`config.mk`:
```
export PLATFORM = sky130hd
export DESIGN_NAME = lcsg_scale
export DESIGN_NICKNAME = d
export VERILOG_FILES = /design/src/hdl/lcsg_pkg.sv /design/src/hdl/lcsg_scale.sv
export SDC_FILE = /design/constraint.sdc
export NUM_CORES = 2
export LEC_CHECK = 0
export BUFFER_PORTS_ARGS = -buffer_cell sky130_fd_sc_hd__buf_2
export CORE_MARGIN = 2
export CORE_UTILIZATION = 55
export CTS_CLUSTER_SIZE = 40
export DETAILED_ROUTE_END_ITERATION = 10
export GPL_ROUTABILITY_DRIVEN = 0
export PLACE_DENSITY = 0.71
export SKIP_LAST_GASP = 1
export SLEW_MARGIN = 25
export SYNTH_ARGS = -nofsm -noshare
export SYNTH_HDL_FRONTEND = slang
export SYNTH_SLANG_ARGS = --single-unit
```
`constraint.sdc`:
```
create_clock -name clk -period 3.51 [get_ports clk]
set_input_delay 0.702 -clock clk [delete_from_list [all_inputs] [get_ports clk]]
set_output_delay 0.702 -clock clk [all_outputs]
set_load 0.03 [all_outputs]
```
`src/hdl/lcsg_pkg.sv`:
```
// Shared constants, types and the CORDIC angle table of the chirp generator.
// No dependencies; every module of the block imports this package.
package lcsg_pkg;

    localparam int TIME_BITS      = 32;
    localparam int SINE_ADDR_BITS = 10;
    localparam int SAMPLE_BITS    = 20;

    localparam int IN_BITS       = 32;
    localparam int OUT_DATA_BITS = ((2 * SAMPLE_BITS + 7) / 8) * 8;
    localparam int CFG_DATA_BITS = 64;
    localparam int CFG_ADDR_BITS = 6;

    // Phase bits kept after truncation: two quadrant bits and the table address.
    localparam int PHASE_KEEP = SINE_ADDR_BITS + 2;
    localparam int RESID_BITS = 30;

    localparam int CORDIC_STEPS = 24;
    localparam int STEP_BITS    = 5;
    localparam int CORDIC_W     = 34;
    localparam logic signed [CORDIC_W-1:0] CORDIC_GAIN_INIT = 34'sd652032874;

    localparam int AMP_BITS    = 16;
    localparam int PROD_W      = CORDIC_W + AMP_BITS + 1;
    localparam int ROUND_SHIFT = 27;

    // Register indexes of the configuration port.
    localparam logic [2:0] REG_WINDOW_START  = 3'd0;
    localparam logic [2:0] REG_WINDOW_LENGTH = 3'd1;
    localparam logic [2:0] REG_START_FREQ    = 3'd2;
    localparam logic [2:0] REG_HALF_RATE     = 3'd3;
    localparam logic [2:0] REG_AMPLITUDE     = 3'd4;

    // Quadrant codes taken from the top two phase bits.
    localparam logic [1:0] QUAD_I   = 2'd0;
    localparam logic [1:0] QUAD_II  = 2'd1;
    localparam logic [1:0] QUAD_III = 2'd2;
    localparam logic [1:0] QUAD_IV  = 2'd3;

    typedef struct packed {
        logic [31:0] window_start;
        logic [31:0] window_length;
        logic [31:0] start_freq;
        logic [63:0] half_rate;
        logic [AMP_BITS-1:0] amplitude;
    } cfg_t;

    typedef struct packed {
        logic [1:0]            quad;
        logic [RESID_BITS-1:0] resid;
        logic                  active;
    } phase_t;

    typedef struct packed {
        logic signed [CORDIC_W-1:0] x;
        logic signed [CORDIC_W-1:0] y;
        logic signed [CORDIC_W-1:0] z;
        logic [1:0]                 quad;
        logic                       active;
    } cord_t;

    // Rotation angle of each CORDIC step in 2^-32 turns.
    function automatic logic signed [CORDIC_W-1:0] atan_turns(input logic [STEP_BITS-1:0] step);
        logic signed [CORDIC_W-1:0] a;
        case (step)
            5'd0:    a = 34'sd536870912;
            5'd1:    a = 34'sd316933406;
            5'd2:    a = 34'sd167458907;
            5'd3:    a = 34'sd85004756;
            5'd4:    a = 34'sd42667331;
            5'd5:    a = 34'sd21354465;
            5'd6:    a = 34'sd10679838;
            5'd7:    a = 34'sd5340245;
            5'd8:    a = 34'sd2670163;
            5'd9:    a = 34'sd1335087;
            5'd10:   a = 34'sd667544;
            5'd11:   a = 34'sd333772;
            5'd12:   a = 34'sd166886;
            5'd13:   a = 34'sd83443;
            5'd14:   a = 34'sd41722;
            5'd15:   a = 34'sd20861;
            5'd16:   a = 34'sd10430;
            5'd17:   a = 34'sd5215;
            5'd18:   a = 34'sd2608;
            5'd19:   a = 34'sd1304;
            5'd20:   a = 34'sd652;
            5'd21:   a = 34'sd326;
            5'd22:   a = 34'sd163;
            5'd23:   a = 34'sd81;
            default: a = '0;
        endcase
        return a;
    endfunction

endpackage

```
`src/hdl/lcsg_scale.sv`:
```
// Back end: quadrant mapping, amplitude scaling, rounding and saturation.
// Depends on lcsg_pkg; its second stage is the output register of the block.
module lcsg_scale import lcsg_pkg::*;
(
    input  logic                          clk,
    input  logic                          rst_n,
    input  logic [AMP_BITS-1:0]           amplitude,
    input  logic                          in_valid,
    output logic                          in_ready,
    input  cord_t                         in_data,
    output logic                          out_valid,
    input  logic                          out_ready,
    output logic signed [SAMPLE_BITS-1:0] in_phase,
    output logic signed [SAMPLE_BITS-1:0] quadrature,
    output logic                          active
);

    localparam logic signed [PROD_W-1:0] ROUND_HALF =
        PROD_W'(64'd1 << (ROUND_SHIFT - 1));
    localparam logic signed [PROD_W-1:0] SAT_HI =
        PROD_W'((64'd1 << (SAMPLE_BITS - 1)) - 64'd1);
    localparam logic signed [PROD_W-1:0] SAT_LO = ~SAT_HI;

    logic a_valid_reg, b_valid_reg, a_ready, b_ready;

    assign b_ready  = !b_valid_reg || out_ready;
    assign a_ready  = !a_valid_reg || b_ready;
    assign in_ready = a_ready;

    always_ff @(posedge clk or negedge rst_n)
    begin
        if (!rst_n)
        begin
            a_valid_reg <= 1'b0;
            b_valid_reg <= 1'b0;
        end
        else
        begin
            if (a_ready) a_valid_reg <= in_valid;
            if (b_ready) b_valid_reg <= a_valid_reg;
        end
    end

    // Stage A: rotate into the quadrant and multiply by the amplitude.
    logic signed [CORDIC_W-1:0] c_in, s_in, ci, si;
    logic signed [AMP_BITS:0]   amp_s;
    logic signed [PROD_W-1:0]   prod_i_next, prod_q_next, prod_i_reg, prod_q_reg;
    logic                       a_active_reg;

    always_comb
    begin
        c_in = in_data.x;
        s_in = in_data.y;
        case (in_data.quad)
            QUAD_I:
            begin
                ci = c_in;
                si = s_in;
            end
            QUAD_II:
            begin
                ci = -s_in;
                si = c_in;
            end
            QUAD_III:
            begin
                ci = -c_in;
                si = -s_in;
            end
            default:
            begin
                ci = s_in;
                si = -c_in;
            end
        endcase
        amp_s       = signed'({1'b0, amplitude});
        prod_i_next = ci * amp_s;
        prod_q_next = si * amp_s;
    end

    always_ff @(posedge clk)
    begin
        if (a_ready)
        begin
            prod_i_reg   <= prod_i_next;
            prod_q_reg   <= prod_q_next;
            a_active_reg <= in_data.active;
        end
    end

    // Stage B: round half up to 15 fraction bits and clamp.
    function automatic logic signed [SAMPLE_BITS-1:0] round_sat(
        input logic signed [PROD_W-1:0] p
    );
        logic signed [PROD_W-1:0] r;
        r = (p + ROUND_HALF) >>> ROUND_SHIFT;
        if (r > SAT_HI)
            r = SAT_HI;
        else if (r < SAT_LO)
            r = SAT_LO;
        return SAMPLE_BITS'(r);
    endfunction

    logic signed [SAMPLE_BITS-1:0] in_phase_next, quadrature_next;
    logic signed [SAMPLE_BITS-1:0] in_phase_reg, quadrature_reg;
    logic                          active_reg;

    // Samples outside the window leave as zero.
    assign in_phase_next   = a_active_reg ? round_sat(prod_i_reg) : '0;
    assign quadrature_next = a_active_reg ? round_sat(prod_q_reg) : '0;

    always_ff @(posedge clk)
    begin
        if (b_ready)
        begin
            in_phase_reg   <= in_phase_next;
            quadrature_reg <= quadrature_next;
            active_reg     <= a_active_reg;
        end
    end

    assign out_valid  = b_valid_reg;
    assign in_phase   = in_phase_reg;
    assign quadrature = quadrature_reg;
    assign active     = active_reg;

endmodule

```
Word-level counts from Yosys, hierarchy flattened. Index checks and enable logic that the tools add are counted.

$add $sub $neg: 4. Multipliers: 2. Div/mod/pow operators: 0. Order comparisons: 4. Equality and inequality tests: 2. Shift operators: 0. Mux-type cells: 6. Bitwise gates (word level): 1. Reductions and logical operators: 7.

Operator list (number): $pmux 34 s3 (2); $add 51x28->51 const B (2); $mul 34x17->51 (2); $neg 34->34 (2); $gt 24x20->1 const B (2); $lt 24x20->1 const B (2); $mux 20 (2); $mux 19 (2); $reduce_or 2->1 (2); $eq 2x1->1 const B (1); $eq 2x2->1 const B (1); $logic_not 1->1 (2); $logic_not 2->1 (1); $logic_or 1x1->1 (2); $not 1->1 (1).

Register bits: 146. Bits in latches: 0. RAM bits: 0. Bits in read-only memories: 0. Bits of input ports: 125. Output and inout port bits: 43. Logic and storage cells: 36. Memories: 0.

Depth between registers and ports, before layout.
Depth after elaboration: 4. Depth in mapped cells: 32. Depth with buffers taken out: 29.

Worst setup path before layout. OpenSTA, ideal clock, no wires.

Kind: in2reg. Start: input in_data[47] (netlist name). End: register prod_q_reg[43], data pin. Library setup time: 277 ps. Arrival: 8246 ps. Required time: 3233 ps. Setup slack: -5013 ps. Stages: 29. Buffers on the path: 3. Cells stage by stage: buf_2 -> nor4_2 -> nand4_1 -> or3_1 -> buf_2 -> or4_1 -> nand2_1 -> xor2_1 -> o21ai_1 -> buf_2 -> nand2_1 -> fa_1 -> fa_1 -> fa_1 -> inv_1 -> fa_1 -> fa_1 -> inv_1 -> fa_1 -> inv_1 -> ha_1 -> a211oi_1 -> nor2_1 -> o41ai_1 -> nand3_1 -> nor4b_1 -> o31ai_1 -> a211oi_1 -> nor3_1.

Cells in the longest elaborated chain, start to end: 3.

RTL lines: from (decl) (RTL line lcsg_scale.sv:10) `input cord_t in_data,`; $neg 34->34 (RTL line lcsg_scale.sv:68) `si = -s_in;`; $pmux 34 s3 * (RTL line lcsg_scale.sv:54) `case (in_data.quad)`; $mul 34x17->51 * (RTL line lcsg_scale.sv:78) `prod_q_next = si * amp_s;`; via prod_q_next[43] (RTL line lcsg_scale.sv:47) `logic signed [PROD_W-1:0] prod_i_next, prod_q_next, prod_i_reg, prod_q_reg;`; to (signal assigned) (RTL line lcsg_scale.sv:86) `prod_q_reg <= prod_q_next;`; to (decl) (RTL line lcsg_scale.sv:47).

Mark *: on every way through the listed nets, which the timed path passes. The rest lies on a longest branch. A chain may end at the register's enable or synchronous reset.

Worst setup path in the final report.
Start: input in_data[52] (netlist name). End: register prod_i_reg[44], data pin.

Cells in the longest elaborated chain, start to end: 3.

RTL lines: $neg 34->34 (RTL line lcsg_scale.sv:62) `ci = -s_in;`; $pmux 34 s3 * (RTL line lcsg_scale.sv:54); $mul 34x17->51 * (RTL line lcsg_scale.sv:77) `prod_i_next = ci * amp_s;`; via prod_i_next[44] (RTL line lcsg_scale.sv:47); to (signal assigned) (RTL line lcsg_scale.sv:85) `prod_i_reg <= prod_i_next;`; to (decl) (RTL line lcsg_scale.sv:47).

Marks and branches as above.

==> out/qor.yml <==
placement:
  dp_slack_ps: -5240
  dp_hpwl_um: 102000
  postPlaceCellArea_sq_um: 52000
  io_buffers: 133
  place_inst: 6674
floorplanning:
  die_height_um: 288
  die_w_um: 288
  dieArea_sq_um: 82700
  rows: 103
  ios: 168
  core_area_sq_um: 79300
  initial_core_util: 0.558
worst_setup_path:
  criticalPathCategory: "in2reg"
  cp.arrival_ps: 8260
  max_stage_delay_ps: 570
  crit_top_cell: "fa_1"
  crit_required_ps: 3640
  endpoint_kind: "register"
  critPathLaunchType: "primary input"
  cp_max_fo: 6
  slowest_stage: "fa_1"
final_layout:
  design_area_sq_um: 54500
  multi_input_area_sq_um: 37900
  area_delta_synth_final_pct: 23.2
  final_cells: 6779
  fillCellCount: 5997
  seq_area_sq_um: 2810
  layout-drive-gt1-share: 0.244
  nNetsFinal: 7110
global_route:
  grt_usage: 0.302
  grt_use_met1: 0.415
  use_met2: 0.485
  grt_use_met3: 0.0713
  grt_max_degree: 53
  grt_pass1_wl_um: 198000
  antenna_found_initial: 21
  grt.overflow.total: 0
  top_usage_layer: "met2"
  grt_pass1_vias: 38700
sta:
  finClkSkew_ps: 19.4
  setup_ws_ps: -4630
  fin_crit_sh: 2.32
  tightest_slew_ps: 1010
  finalCriticalPeriod_ps: 8140
  final-setup-viol-count: 50
  report.final.slew_viol_count: 0
  grt_setup_unrepaired: "true"
  fmax_mhz: 123
  max_slew_margin: 0.324
  tns_ps: -216100
  finalHoldViolCount: 0
yosys:
  synth-edff-count: 92
  synth_top_cell_area_share: 0.466
  synthCells: 4977
  syn_avg_cell_area_sq_um: 8.89
  yosysSeqAreaShare: 0.0636
  yosysMostFrequentCell: "inv_1"
  syn_area_sq_um: 44200
  yosys-top-cells-area: "fa_1, inv_1, ha_1, nand2_1, edfxtp_1"
  syn-num-nets: 6374
  synth_seq_cells: 94
  async_flop_share: 0.0213
  yosysWarnings: 0
  ys_types: 79
  synth_ff_type: "edfxtp_1"
  yosysTopAreaCell: "fa_1"
  synth.top_cells.by_count: "inv_1, fa_1, nand2_1"
drt:
  ant_nets: 0
  drt_iter0_drc: 2466
  viasPerCell: 5.33
  routed-via-count: 36100
  drt_first_pass_iters: 8
  drt_wl_total_um: 121000
  drc_errors: 0
  routedWlPerCell_um: 17.8
run_status:
  status: "complete, but fails checks"
  violations: "setup timing"
cts:
  ctsLongestPathBuffers: 2
  clk_pin_slew_worst_paths_ps: 90
  clk_latency_ps: 380
  cts_hold_buf: 0
  cts_buffers: 9
  cts_tree: "yes"
  root_buffer: "clkbuf_16"
  cts_sinks: 94
  htree_levels: 3
job:
  drv_cap: 0
min_path:
  hold_path_class: "in2async"
-- timing repair --
item                                    4_1_cts  5_1_grt
resized for setup                           144      205
buffers inserted                             41       40
pin swaps                                   127      156
cloned                                        3        2
endpoints found under the setup margin       50       50
-- through the flow --
stage,util,hold slack (ps)
2_1_floorplan,-,406
4_1_cts,0.672,78.6
3_5_place_dp,0.657,453
3_3_place_gp,0.657,445
5_1_grt,0.687,83.5
6_report,0.687,87.5
-- cell families after synthesis --
family / share of synthesized area
AND/OR/NAND/NOR: 0.172
AO/OA/AOI/OAI: 0.0582
multiplexers: 0.0215
flip-flops: 0.0636
XOR/XNOR: 0.0261
adder cells (fa/ha/maj): 0.535
buffers and inverters: 0.123
-- critical path: cells and delay by family --
kind                     cells  cell delay, ps
buffers and inverters        6             450
AO/OA/AOI/OAI                5             940
AND/OR/NAND/NOR              8            2220
adder cells (fa/ha/maj)      7            3230
XOR/XNOR                     2             230
multiplexers                 1             460
-- layer usage --
metal,up-vias,part of all wire
met2,1411,0.47
met3,206,0.10
met4,18,0.024
li1,16400,-
met1,18100,0.41
met5,-,0.0010
-- cells in the final DEF, fill, tap and decap left out, types with 35 or more instances in the layout --
master / n
inv_1: 1162
fa_1: 989
nand2_1: 755
buf_4: 750
and2_1: 370
ha_1: 202
buf_2: 128
a21oi_1: 107
nor2_1: 95
edfxtp_1: 92
xnor2_1: 81
o21ai_0: 65
xor2_1: 45
buf_12: 45
fa_2: 41
buf_6: 40
ha_4: 39
nand3_1: 38
inv_2: 36
nand2_2: 35
-- cell type report --
| type | count | share of cell area |
|---|---|---|
| diodes | 11 | 0.000505 |
| clock buffers | 9 | 0.00413 |
| clock inverters | 7 | 0.00124 |
| inverters | 1199 | 0.0826 |
| multi-input cells | 3443 | 0.695 |
| flip-flops and latches | 94 | 0.0516 |
| well taps | 1050 | 0.0241 |
| repair buffers | 966 | 0.141 |
-- worst paths after layout --
| kind | startpoint | endpoint | slack [ps] | depth (start not counted) |
|---|---|---|---|---|
| hold / removal | rst_n | out_valid$_DFFE_PN0P_ | 90 | 1 |
| hold reg to reg | a_valid_reg$_DFFE_PN0P_ | out_valid$_DFFE_PN0P_ | 470 | 1 |
| setup reg to reg | prod_i_reg[28]$_DFFE_PP_ | in_phase[16]$_SDFFCE_PN0P_ | 470 | 8 |
| setup / recovery | in_data[52] | prod_i_reg[44]$_DFFE_PP_ | -4630 | 29 |
| max in group asynchronous | rst_n | a_valid_reg$_DFFE_PN0P_ | 3330 | 1 |
| min in group clk | a_valid_reg$_DFFE_PN0P_ | out_valid$_DFFE_PN0P_ | 470 | 1 |
Power is left out: the tool's default activity adds up to more than one toggle a clock period on the data nets, which glitch-free logic cannot reach.
