## config.mk

```make
export PLATFORM = sky130hd
export DESIGN_NAME = lcsg_cordic_cell
export DESIGN_NICKNAME = d
export VERILOG_FILES = /design/src/hdl/lcsg_pkg.sv /design/src/hdl/lcsg_cordic_cell.sv
export SDC_FILE = /design/constraint.sdc
export NUM_CORES = 1
export LEC_CHECK = 0
export BUFFER_PORTS_ARGS = -buffer_cell sky130_fd_sc_hd__buf_2
export CELL_PAD_IN_SITES_DETAIL_PLACEMENT = 1
export CELL_PAD_IN_SITES_GLOBAL_PLACEMENT = 2
export CORE_MARGIN = 2
export CORE_UTILIZATION = 37
export CTS_BUF_LIST = sky130_fd_sc_hd__clkbuf_2 sky130_fd_sc_hd__clkbuf_4 sky130_fd_sc_hd__clkbuf_8
export DETAILED_ROUTE_END_ITERATION = 10
export PLACE_DENSITY_LB_ADDON = 0.1
export SLEW_MARGIN = 10
export SYNTH_ARGS = -nofsm -noshare
export SYNTH_HDL_FRONTEND = slang
export SYNTH_SLANG_ARGS = --single-unit
```

## constraint.sdc

```tcl
create_clock -name clk -period 5.81 [get_ports clk]
set_input_delay 1.162 -clock clk [delete_from_list [all_inputs] [get_ports clk]]
set_output_delay 1.162 -clock clk [all_outputs]
set_load 0.005 [all_outputs]
```

## src/hdl/lcsg_pkg.sv

```systemverilog
// Shared constants, types and the CORDIC angle table of the chirp generator.
// No dependencies; every module of the block imports this package.
package lcsg_pkg;

    localparam int TIME_BITS      = 32;
    localparam int SINE_ADDR_BITS = 10;
    localparam int SAMPLE_BITS    = 20;

    localparam int IN_BITS       = 32;
    localparam int OUT_DATA_BITS = ((2 * SAMPLE_BITS + 7) / 8) * 8;
    localparam int CFG_DATA_BITS = 64;
    localparam int CFG_ADDR_BITS = 6;

    // Phase bits kept after truncation: two quadrant bits and the table address.
    localparam int PHASE_KEEP = SINE_ADDR_BITS + 2;
    localparam int RESID_BITS = 30;

    localparam int CORDIC_STEPS = 24;
    localparam int STEP_BITS    = 5;
    localparam int CORDIC_W     = 34;
    localparam logic signed [CORDIC_W-1:0] CORDIC_GAIN_INIT = 34'sd652032874;

    localparam int AMP_BITS    = 16;
    localparam int PROD_W      = CORDIC_W + AMP_BITS + 1;
    localparam int ROUND_SHIFT = 27;

    // Register indexes of the configuration port.
    localparam logic [2:0] REG_WINDOW_START  = 3'd0;
    localparam logic [2:0] REG_WINDOW_LENGTH = 3'd1;
    localparam logic [2:0] REG_START_FREQ    = 3'd2;
    localparam logic [2:0] REG_HALF_RATE     = 3'd3;
    localparam logic [2:0] REG_AMPLITUDE     = 3'd4;

    // Quadrant codes taken from the top two phase bits.
    localparam logic [1:0] QUAD_I   = 2'd0;
    localparam logic [1:0] QUAD_II  = 2'd1;
    localparam logic [1:0] QUAD_III = 2'd2;
    localparam logic [1:0] QUAD_IV  = 2'd3;

    typedef struct packed {
        logic [31:0] window_start;
        logic [31:0] window_length;
        logic [31:0] start_freq;
        logic [63:0] half_rate;
        logic [AMP_BITS-1:0] amplitude;
    } cfg_t;

    typedef struct packed {
        logic [1:0]            quad;
        logic [RESID_BITS-1:0] resid;
        logic                  active;
    } phase_t;

    typedef struct packed {
        logic signed [CORDIC_W-1:0] x;
        logic signed [CORDIC_W-1:0] y;
        logic signed [CORDIC_W-1:0] z;
        logic [1:0]                 quad;
        logic                       active;
    } cord_t;

    // Rotation angle of each CORDIC step in 2^-32 turns.
    function automatic logic signed [CORDIC_W-1:0] atan_turns(input logic [STEP_BITS-1:0] step);
        logic signed [CORDIC_W-1:0] a;
        case (step)
            5'd0:    a = 34'sd536870912;
            5'd1:    a = 34'sd316933406;
            5'd2:    a = 34'sd167458907;
            5'd3:    a = 34'sd85004756;
            5'd4:    a = 34'sd42667331;
            5'd5:    a = 34'sd21354465;
            5'd6:    a = 34'sd10679838;
            5'd7:    a = 34'sd5340245;
            5'd8:    a = 34'sd2670163;
            5'd9:    a = 34'sd1335087;
            5'd10:   a = 34'sd667544;
            5'd11:   a = 34'sd333772;
            5'd12:   a = 34'sd166886;
            5'd13:   a = 34'sd83443;
            5'd14:   a = 34'sd41722;
            5'd15:   a = 34'sd20861;
            5'd16:   a = 34'sd10430;
            5'd17:   a = 34'sd5215;
            5'd18:   a = 34'sd2608;
            5'd19:   a = 34'sd1304;
            5'd20:   a = 34'sd652;
            5'd21:   a = 34'sd326;
            5'd22:   a = 34'sd163;
            5'd23:   a = 34'sd81;
            default: a = '0;
        endcase
        return a;
    endfunction

endpackage

```

## src/hdl/lcsg_cordic_cell.sv

```systemverilog
// One CORDIC rotation step with its own pipeline register and valid bit.
// Depends on lcsg_pkg for cord_t and the angle table.
module lcsg_cordic_cell import lcsg_pkg::*;
(
    input  logic                 clk,
    input  logic                 rst_n,
    input  logic [STEP_BITS-1:0] step,
    input  logic                 in_valid,
    output logic                 in_ready,
    input  cord_t                in_data,
    output logic                 out_valid,
    input  logic                 out_ready,
    output cord_t                out_data
);

    logic                       valid_reg, valid_next;
    cord_t                      data_reg, data_next;
    logic signed [CORDIC_W-1:0] x_in, y_in, z_in, dx, dy, angle;

    assign in_ready   = !valid_reg || out_ready;
    assign valid_next = in_ready ? in_valid : valid_reg;

    always_comb
    begin
        x_in      = in_data.x;
        y_in      = in_data.y;
        z_in      = in_data.z;
        dx        = y_in >>> step;
        dy        = x_in >>> step;
        angle     = atan_turns(step);
        data_next = in_data;
        if (!z_in[CORDIC_W-1])
        begin
            data_next.x = x_in - dx;
            data_next.y = y_in + dy;
            data_next.z = z_in - angle;
        end
        else
        begin
            data_next.x = x_in + dx;
            data_next.y = y_in - dy;
            data_next.z = z_in + angle;
        end
    end

    always_ff @(posedge clk or negedge rst_n)
    begin
        if (!rst_n)
            valid_reg <= 1'b0;
        else
            valid_reg <= valid_next;
    end

    always_ff @(posedge clk)
    begin
        if (in_ready)
            data_reg <= data_next;
    end

    assign out_valid = valid_reg;
    assign out_data  = data_reg;

endmodule

```

== After elaboration in Yosys (flattened, before gate mapping) ==
Memories as Yosys holds them, arrays and structs flattened.
Index checks and enable logic that the tools add are counted.

* Equality and inequality tests: 0
* Add/subtract/negate cells: 6
* $mul: 0
* Mux-type cells: 1
* Shift-type cells: 2
* Bitwise gates (word level): 0
* Magnitude comparators: 0
* Divide/modulo/power cells: 0
* Reductions and logical operators: 2

{| class="wikitable"
|+ Operators with widths
! kind !! count
|-
| adder 34 bit || 3
|-
| two-way mux 102 bit || 1
|-
| subtractor 34 bit || 3
|-
| >>> shifter 34 x 5 -> 34 bit || 2
|-
| logical NOT 1 bit || 1
|-
| logical OR 1 bit || 1
|}

* Flip-flop bits (word level): 106
* Latch bits: 0
* Memories kept: 1
* Bits in writable memories: 0
* Logic and storage cells: 18
* Output and inout port bits: 107
* Bits in read-only memories: 960
* Input bits: 114

{| class="wikitable"
|+ Memory list
! name !! depth !! width !! read ports !! clocked after Yosys merged registers in !! write ports !! line !! text
|-
| (name not given) || 32 || 30 || 1 || 0 || 0 || lcsg_pkg.sv:65 || <nowiki>case (step)</nowiki>
|}

== Logic depth before layout (Yosys ltp) ==
Gate-level depths: netlist of the first run.

* Word-level depth: 3
* Mapped depth: 28
* Gate-level depth less buffers: 22

== Worst setup path after synthesis of the first run ==
OpenSTA, ideal clock, no wires.

* Path type: input-to-reg
* Start: input step[1]
* End: register data_reg, in the netlist out_data[67] (data pin)
* Path buffers: 5
* Setup slack: -1.842 ns
* Stages on the path: 26
* Library setup time: 0.259 ns
* Arrival time: 7.393 ns
* Data required time: 5.551 ns
* Path through: buf_2 clkinv_1 buf_2 buf_1 ha_1 clkbuf_1 clkbuf_1 o21ai_0 a32o_1 a2111oi_0 nand4b_1 o41ai_4 nor4_1 a31oi_1 xnor2_1 ha_1 a211oi_1 o21ai_0 or4b_2 o22ai_1 nor3_1 o41ai_1 o21ai_0 a21boi_0 o21ai_0 xnor2_1

{| class="wikitable"
|+ RTL lines
! what !! line !! text
|-
| start: declaration || lcsg_cordic_cell.sv:7 || <nowiki>input logic [STEP_BITS-1:0] step,</nowiki>
|-
| end signal: assignment || lcsg_cordic_cell.sv:57 || <nowiki>data_reg <= data_next;</nowiki>
|-
| end: declaration || lcsg_cordic_cell.sv:17 || <nowiki>cord_t data_reg, data_next;</nowiki>
|}

==> results of run 1 <==
-- metal layers --
| metal | share of wire | wire length (µm) | vias to the layer above | GRT usage |
|---|---|---|---|---|
| met1 | 0.38 | 32400 | 9886 | 0.424 |
| met5 | 0 | 0 | - | 0 |
| met3 | 0.054 | 4570 | 226 | 0.0350 |
| li1 | - | - | 8804 | - |
| met2 | 0.51 | 42900 | 776 | 0.660 |
| met4 | 0.058 | 4890 | 0 | 0.196 |
-- flip-flops by register name (all words and copies together) (netlist names) --
register and count:
out_data 105, out_valid 1
-- through the flow --
step,instances,cell area [µm²],utilization
2_1_floorplan,1811,16200,-
3_3_place_gp,3267,23100,0.540
3_5_place_dp,3267,23100,0.540
4_1_cts,3312,24000,0.559
5_1_grt,3343,24800,0.578
6_report,3343,24800,0.578
-- power by group --
group | leakage (µW) | switching [µW] | internal [µW]
clock network | 0.0000844 | 349 | 159
registers | 0.00107 | 64.2 | 1180
logic | 0.0103 | 1880 | 1850
total | 0.0114 | 2290 | 3190
-- cells by family after synthesis --
kind of cell,Yosys count,synth area share
compound gates,588,0.244
simple gates,506,0.160
xor+xnor,175,0.0958
mux,172,0.159
buf+inv,151,0.0528
fa+ha+maj,113,0.0897
flops,106,0.199
-- repair_timing --
item                                    4_1_cts  5_1_grt
pin swaps                                    36       61
setup buffers                                27       30
gates cloned                                  2        1
endpoints found under the setup margin       38       33
resized for setup                           104      138
-- placed cells by master (no fill, tap or decap), types with 9 or more instances in the layout --
master and n:
buf_4 777, buf_2 216, a21oi_1 142, nand2_1 135
nor2_1 115, xnor2_1 112, edfxtp_1 105, ha_1 100
mux2i_1 77, a21o_1 63, o21ai_0 63, xor2_1 59
mux4_2 57, inv_1 44, a31oi_1 32, nand3_1 31
mux2_2 27, a21oi_2 26, nor2b_1 24, o22ai_1 22
nor3_1 22, nand2b_1 21, buf_6 20, o21a_1 19
a22oi_1 17, o21ai_1 17, and2_1 17, o21ai_2 14
o211ai_1 14, buf_12 14, or2_2 13, nand4_1 12
o21bai_1 12, and3_1 11, a211oi_2 10, nor2_2 10
a211oi_1 10, a211o_1 9, clkbuf_8 9
-- worst max-delay path, delay by kind of cell --
family,cells,cell delay (ps)
buffers and inverters,8,1390
adders and majority gates,1,310
xor gates and xnor gates,2,220
AOI/OAI and AO/OA,10,2010
and+or+nand+nor,6,1350
-- final cells by class --
type | instances | area (µm²) | area share
clock inverter | 7 | 53.8 | 0.00217
inverter | 50 | 205 | 0.00827
clock buffer | 9 | 124 | 0.00499
multi-input combinational | 1554 | 12900 | 0.522
sequential | 106 | 3180 | 0.128
tap | 585 | 732 | 0.0295
timing repair buffer | 1032 | 7560 | 0.305
-- final timing paths --
kind | endpoint | from
hold reg to reg | out_valid$_DFFE_PN0P_ | out_valid$_DFFE_PN0P_
setup / recovery | out_data[69]$_DFFE_PP_ | step[0]
min in group clk | out_valid$_DFFE_PN0P_ | out_valid$_DFFE_PN0P_
hold / removal | out_valid$_DFFE_PN0P_ | rst_n
setup reg to reg | out_data[45]$_DFFE_PP_ | out_valid$_DFFE_PN0P_
max in group asynchronous | out_valid$_DFFE_PN0P_ | rst_n
==> results.cfg, run 1 <==
[final_layout]
drive_above_1_share = 0.484
final_nets = 2980
area_delta_synth_final_pct = 55.0
diodes = 0
fill_cells = 5056

[power_and_ir_drop]
peakVddDrop_mv = 0.193
finalPower_uw = 5480
power_per_cell_area_mw_per_mm2 = 221
p_leak_uw = 0.0114

[route]
firstDrtPassIters = 5
wl_per_cell_um = 25.4
drt-total-wl_um = 84800
ant_nets = 0
drc = 0
first_iter_violations = 1372
viasPerCell = 5.89
num_vias = 19692

[place]
gp_congestion = 1.03
portBuffers = 220
pre_cts_ws_ps = -1540
dpl.hpwl_um = 68400

[yosys]
synthTopCellsByArea = edfxtp_1 20%, ha_1 8.6%, mux4_2 6.9%
synth_cell_types = 103
synth_edf_count = 105
async_flop_share = 0.00943
yosysMostFrequentCell = a21oi_1
syn_nets = 2038
synth_seq_area_share = 0.199
synth_area_mm2 = 0.0160
postSynthAreaPerCell_um2 = 8.84
ys.flop_type = edfxtp_1
syn_inst = 1811
yosysWarnings = 0
ys_seq_elements = 106
synthTopCellsByCount = 169 x a21oi_1, 139 x nand2_1, 129 x nor2_1
synth_area_leader_cell = edfxtp_1
synth_top_area_frac = 0.197

[clock_network]
cts_buffer_depth = 2
cts_root_buf = clkbuf_8
cts_tree = yes
clkTransAtPathRegs_ps = 120
worstSkewPairLatency_ps = 500
numCtsBuffers = 9
hold_buffers = 0
htree_levels = 3
clock_sinks = 106

[timing]
grt_setup_unrepaired = yes
finalSetupTns_ps = -2070
finalHoldViolations = 0
setup_violations = 14
max_freq_ghz = 0.162
relSlewSlack = 0.417
fin_crit_ps = 6190
hold_slack_ps = 413
min_period_over_period = 1.07
clock_skew_ps = 8.44
layout_setup_ws_ps = -378
slew_viol_final = 0
worst_slew_pin_slew_ps = 875

[grt]
grt_pass1_wl_um = 123000
grt_overflow = 0
grt_antenna_before_repair = 0
grt_max_degree = 62
grt_pass1_vias = 20753
track_usage = 0.365

[floorplanning]
die_h_um = 212
die_x_um = 212
start_util = 0.373
ios = 221
core_mm2 = 0.0429
die_area_mm2 = 0.0449
rows = 76

[outcome]
outcome = finished, violations left
violations = setup timing

[job]
cap_violations = 0

[critical_path]
crit_top_cell = buf_4
cp_max_fo = 11
worst_setup_path_end_kind = register
startpoint_type = input pin
max_stage_delay_ps = 510
critical_path_required_ps = 6080
cp_slowest_cell = or4b_4
ff2ff_path_depth = 2
arrival_ps = 6460
regToRegSetupSlack_ps = 4030
crit_type = in -> reg

[min_path]
hp-class = in -> async
No activity file was read; power rests on OpenSTA's default activity.
==> run 2, diff against run 1 <==
--- a/config.mk
+++ b/config.mk
@@ -5,14 +5,17 @@
 export SDC_FILE = /design/constraint.sdc
 export NUM_CORES = 1
 export LEC_CHECK = 0
+export ABC_AREA = 1
 export BUFFER_PORTS_ARGS = -buffer_cell sky130_fd_sc_hd__buf_2
 export CELL_PAD_IN_SITES_DETAIL_PLACEMENT = 1
 export CELL_PAD_IN_SITES_GLOBAL_PLACEMENT = 2
 export CORE_MARGIN = 2
-export CORE_UTILIZATION = 37
+export CORE_UTILIZATION = 32
 export CTS_BUF_LIST = sky130_fd_sc_hd__clkbuf_2 sky130_fd_sc_hd__clkbuf_4 sky130_fd_sc_hd__clkbuf_8
 export DETAILED_ROUTE_END_ITERATION = 10
 export PLACE_DENSITY_LB_ADDON = 0.1
+export SETUP_SLACK_MARGIN = 0.3
+export SKIP_LAST_GASP = 1
 export SLEW_MARGIN = 10
 export SYNTH_ARGS = -nofsm -noshare
 export SYNTH_HDL_FRONTEND = slang
==> run 2 against run 1 <==
Against the previous run:
- the flow now finishes without violations
- clock skew increased by 7.8 ps
- die area grew 9.6%
- worst hold slack improved by 39 ps
- combinational power down 30%
- wire length fell by 21%
- register-to-register slack about the same
- clock power grew 5.9%
- critical endpoint is now out_data[98]$_DFFE_PP_
- highest routed layer unchanged
==> results.cfg, run 2 <==
[outcome]
outcome = finished clean

[route]
ant_nets = 0
viasPerCell = 5.19
first_iter_violations = 902
drc = 0
drt-total-wl_um = 67200
wl_per_cell_um = 20.0
firstDrtPassIters = 5
num_vias = 17383

[yosys]
synth_edf_count = 105
synth_area_mm2 = 0.0152
ys.flop_type = edfxtp_1
synthTopCellsByArea = edfxtp_1 21%, nand2_1 19%, nand3_1 12%
syn_inst = 2426
synthTopCellsByCount = 772 x nand2_1, 365 x nand3_1, 211 x inv_1
postSynthAreaPerCell_um2 = 6.27
yosysWarnings = 0
synth_area_leader_cell = edfxtp_1
async_flop_share = 0.00943
synth_cell_types = 51
ys_seq_elements = 106
synth_top_area_frac = 0.207
yosysMostFrequentCell = nand2_1
syn_nets = 2653
synth_seq_area_share = 0.209

[final_layout]
seq_area_mm2 = 0.00318
final_common_cell = nand2_1
area_delta_synth_final_pct = 20.3
fill_cells = 6283
multi_input_area_mm2 = 0.0108
final_cell_mix = 768 x nand2_1, 365 x nand3_1, 219 x buf_2
drive_above_1_share = 0.170
largest_reg_flops = 105
final_nets = 2965

[clock_network]
clock_sinks = 106
cts_buffer_depth = 2
numCtsBuffers = 9
htree_levels = 3
cts_tree = yes
cts_root_buf = clkbuf_8
worstSkewPairLatency_ps = 450
clkTransAtPathRegs_ps = 120
hold_buffers = 0

[timing]
layout_setup_ws_ps = 488
worst_slew_pin_slew_ps = 797
slew_viol_final = 0
relSlewSlack = 0.464
clock_skew_ps = 16.3
setup_violations = 0
grt_setup_unrepaired = yes
hold_slack_ps = 452
fin_crit_ps = 5320
finalHoldViolations = 0
max_freq_ghz = 0.188
min_period_over_period = 0.916

[critical_path]
cp_slowest_cell = xor2_1
startpoint_type = input pin
critical_path_required_ps = 6030
crit_top_cell = nand2_1
worst_setup_path_end_kind = register
arrival_ps = 5550
cp_max_fo = 32
crit_type = in -> reg
max_stage_delay_ps = 280

[grt]
grt_antenna_before_repair = 0
grt_pass1_vias = 17784
grt_pass1_wl_um = 103000
track_usage = 0.269
grt_overflow = 0
grt_max_degree = 80

[floorplanning]
start_util = 0.325
die_area_mm2 = 0.0493
core_mm2 = 0.0468
die_x_um = 222
rows = 79
ios = 221
die_h_um = 222

[power_and_ir_drop]
peakVddDrop_mv = 0.156
power_per_cell_area_mw_per_mm2 = 241
p_leak_uw = 0.00927

[place]
portBuffers = 220
gp_congestion = 0.913
dpl.hpwl_um = 57400
pre_cts_ws_ps = -41.0

[min_path]
hp-class = in -> async

[job]
cap_violations = 0
## run 2: changes by cell type after synthesis, sizes merged, moves of 25 or more
cell    change
a21oi      -25
mux4       -60
xor2       +59
mux2i      -82
a21o       -52
mux2       -30
nor2       +82
nand3     +328
inv       +174
nand2     +641
nand2b     -25
nor2b      -29
xnor2      -61
## run 2: critical path: cells and delay by family
kind / cells / cell delay (ps)
AOI/OAI and AO/OA: 3 / 470
xor gates and xnor gates: 2 / 410
adders and majority gates: 2 / 430
buffers and inverters: 5 / 560
and+or+nand+nor: 17 / 2500
## run 2: what timing repair did
item	in CTS	in global routing
buffers inserted	0	1
resized for setup	0	19
endpoints found under the setup margin	0	17
## run 2: routing by layer
metal | routed length [µm] | track usage | up-vias
met2 | 33500 | 0.483 | 270
li1 | - | - | 8691
met1 | 31100 | 0.349 | 8389
met5 | 0 | 0 | -
met4 | 879 | 0.0514 | 0
met3 | 1800 | 0.0250 | 33
## run 2: where the power goes
| group | total (µW) | switching [µW] | internal, µW |
|---|---|---|---|
| registers | 1240 | 60.6 | 1180 |
| logic | 2620 | 1590 | 1040 |
| clock network | 538 | 330 | 208 |
| total | 4410 | 1980 | 2430 |
## run 2: path summary, 6_finish.rpt
kind,from,endpoint,cells after the start,slack (ps)
max,step[0],out_data[98]$_DFFE_PP_,29,490
min,rst_n,out_valid$_DFFE_PN0P_,1,450
max reg2reg,out_valid$_DFFE_PN0P_,out_data[55]$_DFFE_PP_,2,4030
min reg2reg,out_valid$_DFFE_PN0P_,out_data[71]$_DFFE_PP_,1,980
max in group asynchronous,rst_n,out_valid$_DFFE_PN0P_,1,5270
min in group clk,in_data[2],out_data[2]$_DFFE_PP_,1,870
## run 2: kinds of logic (layout without fill, tap and decap cells)
kind of cell	after synthesis	count (layout)	synth area share
AND/OR/NAND/NOR	1398	1398	0.388
AO/OA/AOI/OAI	331	331	0.125
buffers and inverters	305	622	0.0843
XOR/XNOR	173	173	0.0997
adder cells (fa/ha/maj)	113	113	0.0945
flip-flops	106	106	0.209
other	0	2	0
## run 2: area by class of cell
type	count	area share
multi-input combinational	2015	0.591
clock buffer	9	0.00677
clock inverter	7	0.00458
antenna	2	0.000274
tap	607	0.0415
timing repair buffer	381	0.136
inverter	225	0.0464
sequential	106	0.174
## run 2: through the flow
stage / power, µW / TNS, ps / utilization / instances / instance area, µm²
2_1_floorplan: 2770 / 0 / - / 2426 / 15200
3_3_place_gp: 3830 / 0 / 0.385 / 3333 / 18000
3_5_place_dp: 3880 / -41.0 / 0.385 / 3333 / 18000
4_1_cts: 4440 / 0 / 0.390 / 3349 / 18200
5_1_grt: 4770 / 0 / 0.391 / 3350 / 18300
6_report: 4410 / 0 / 0.391 / 3352 / 18300
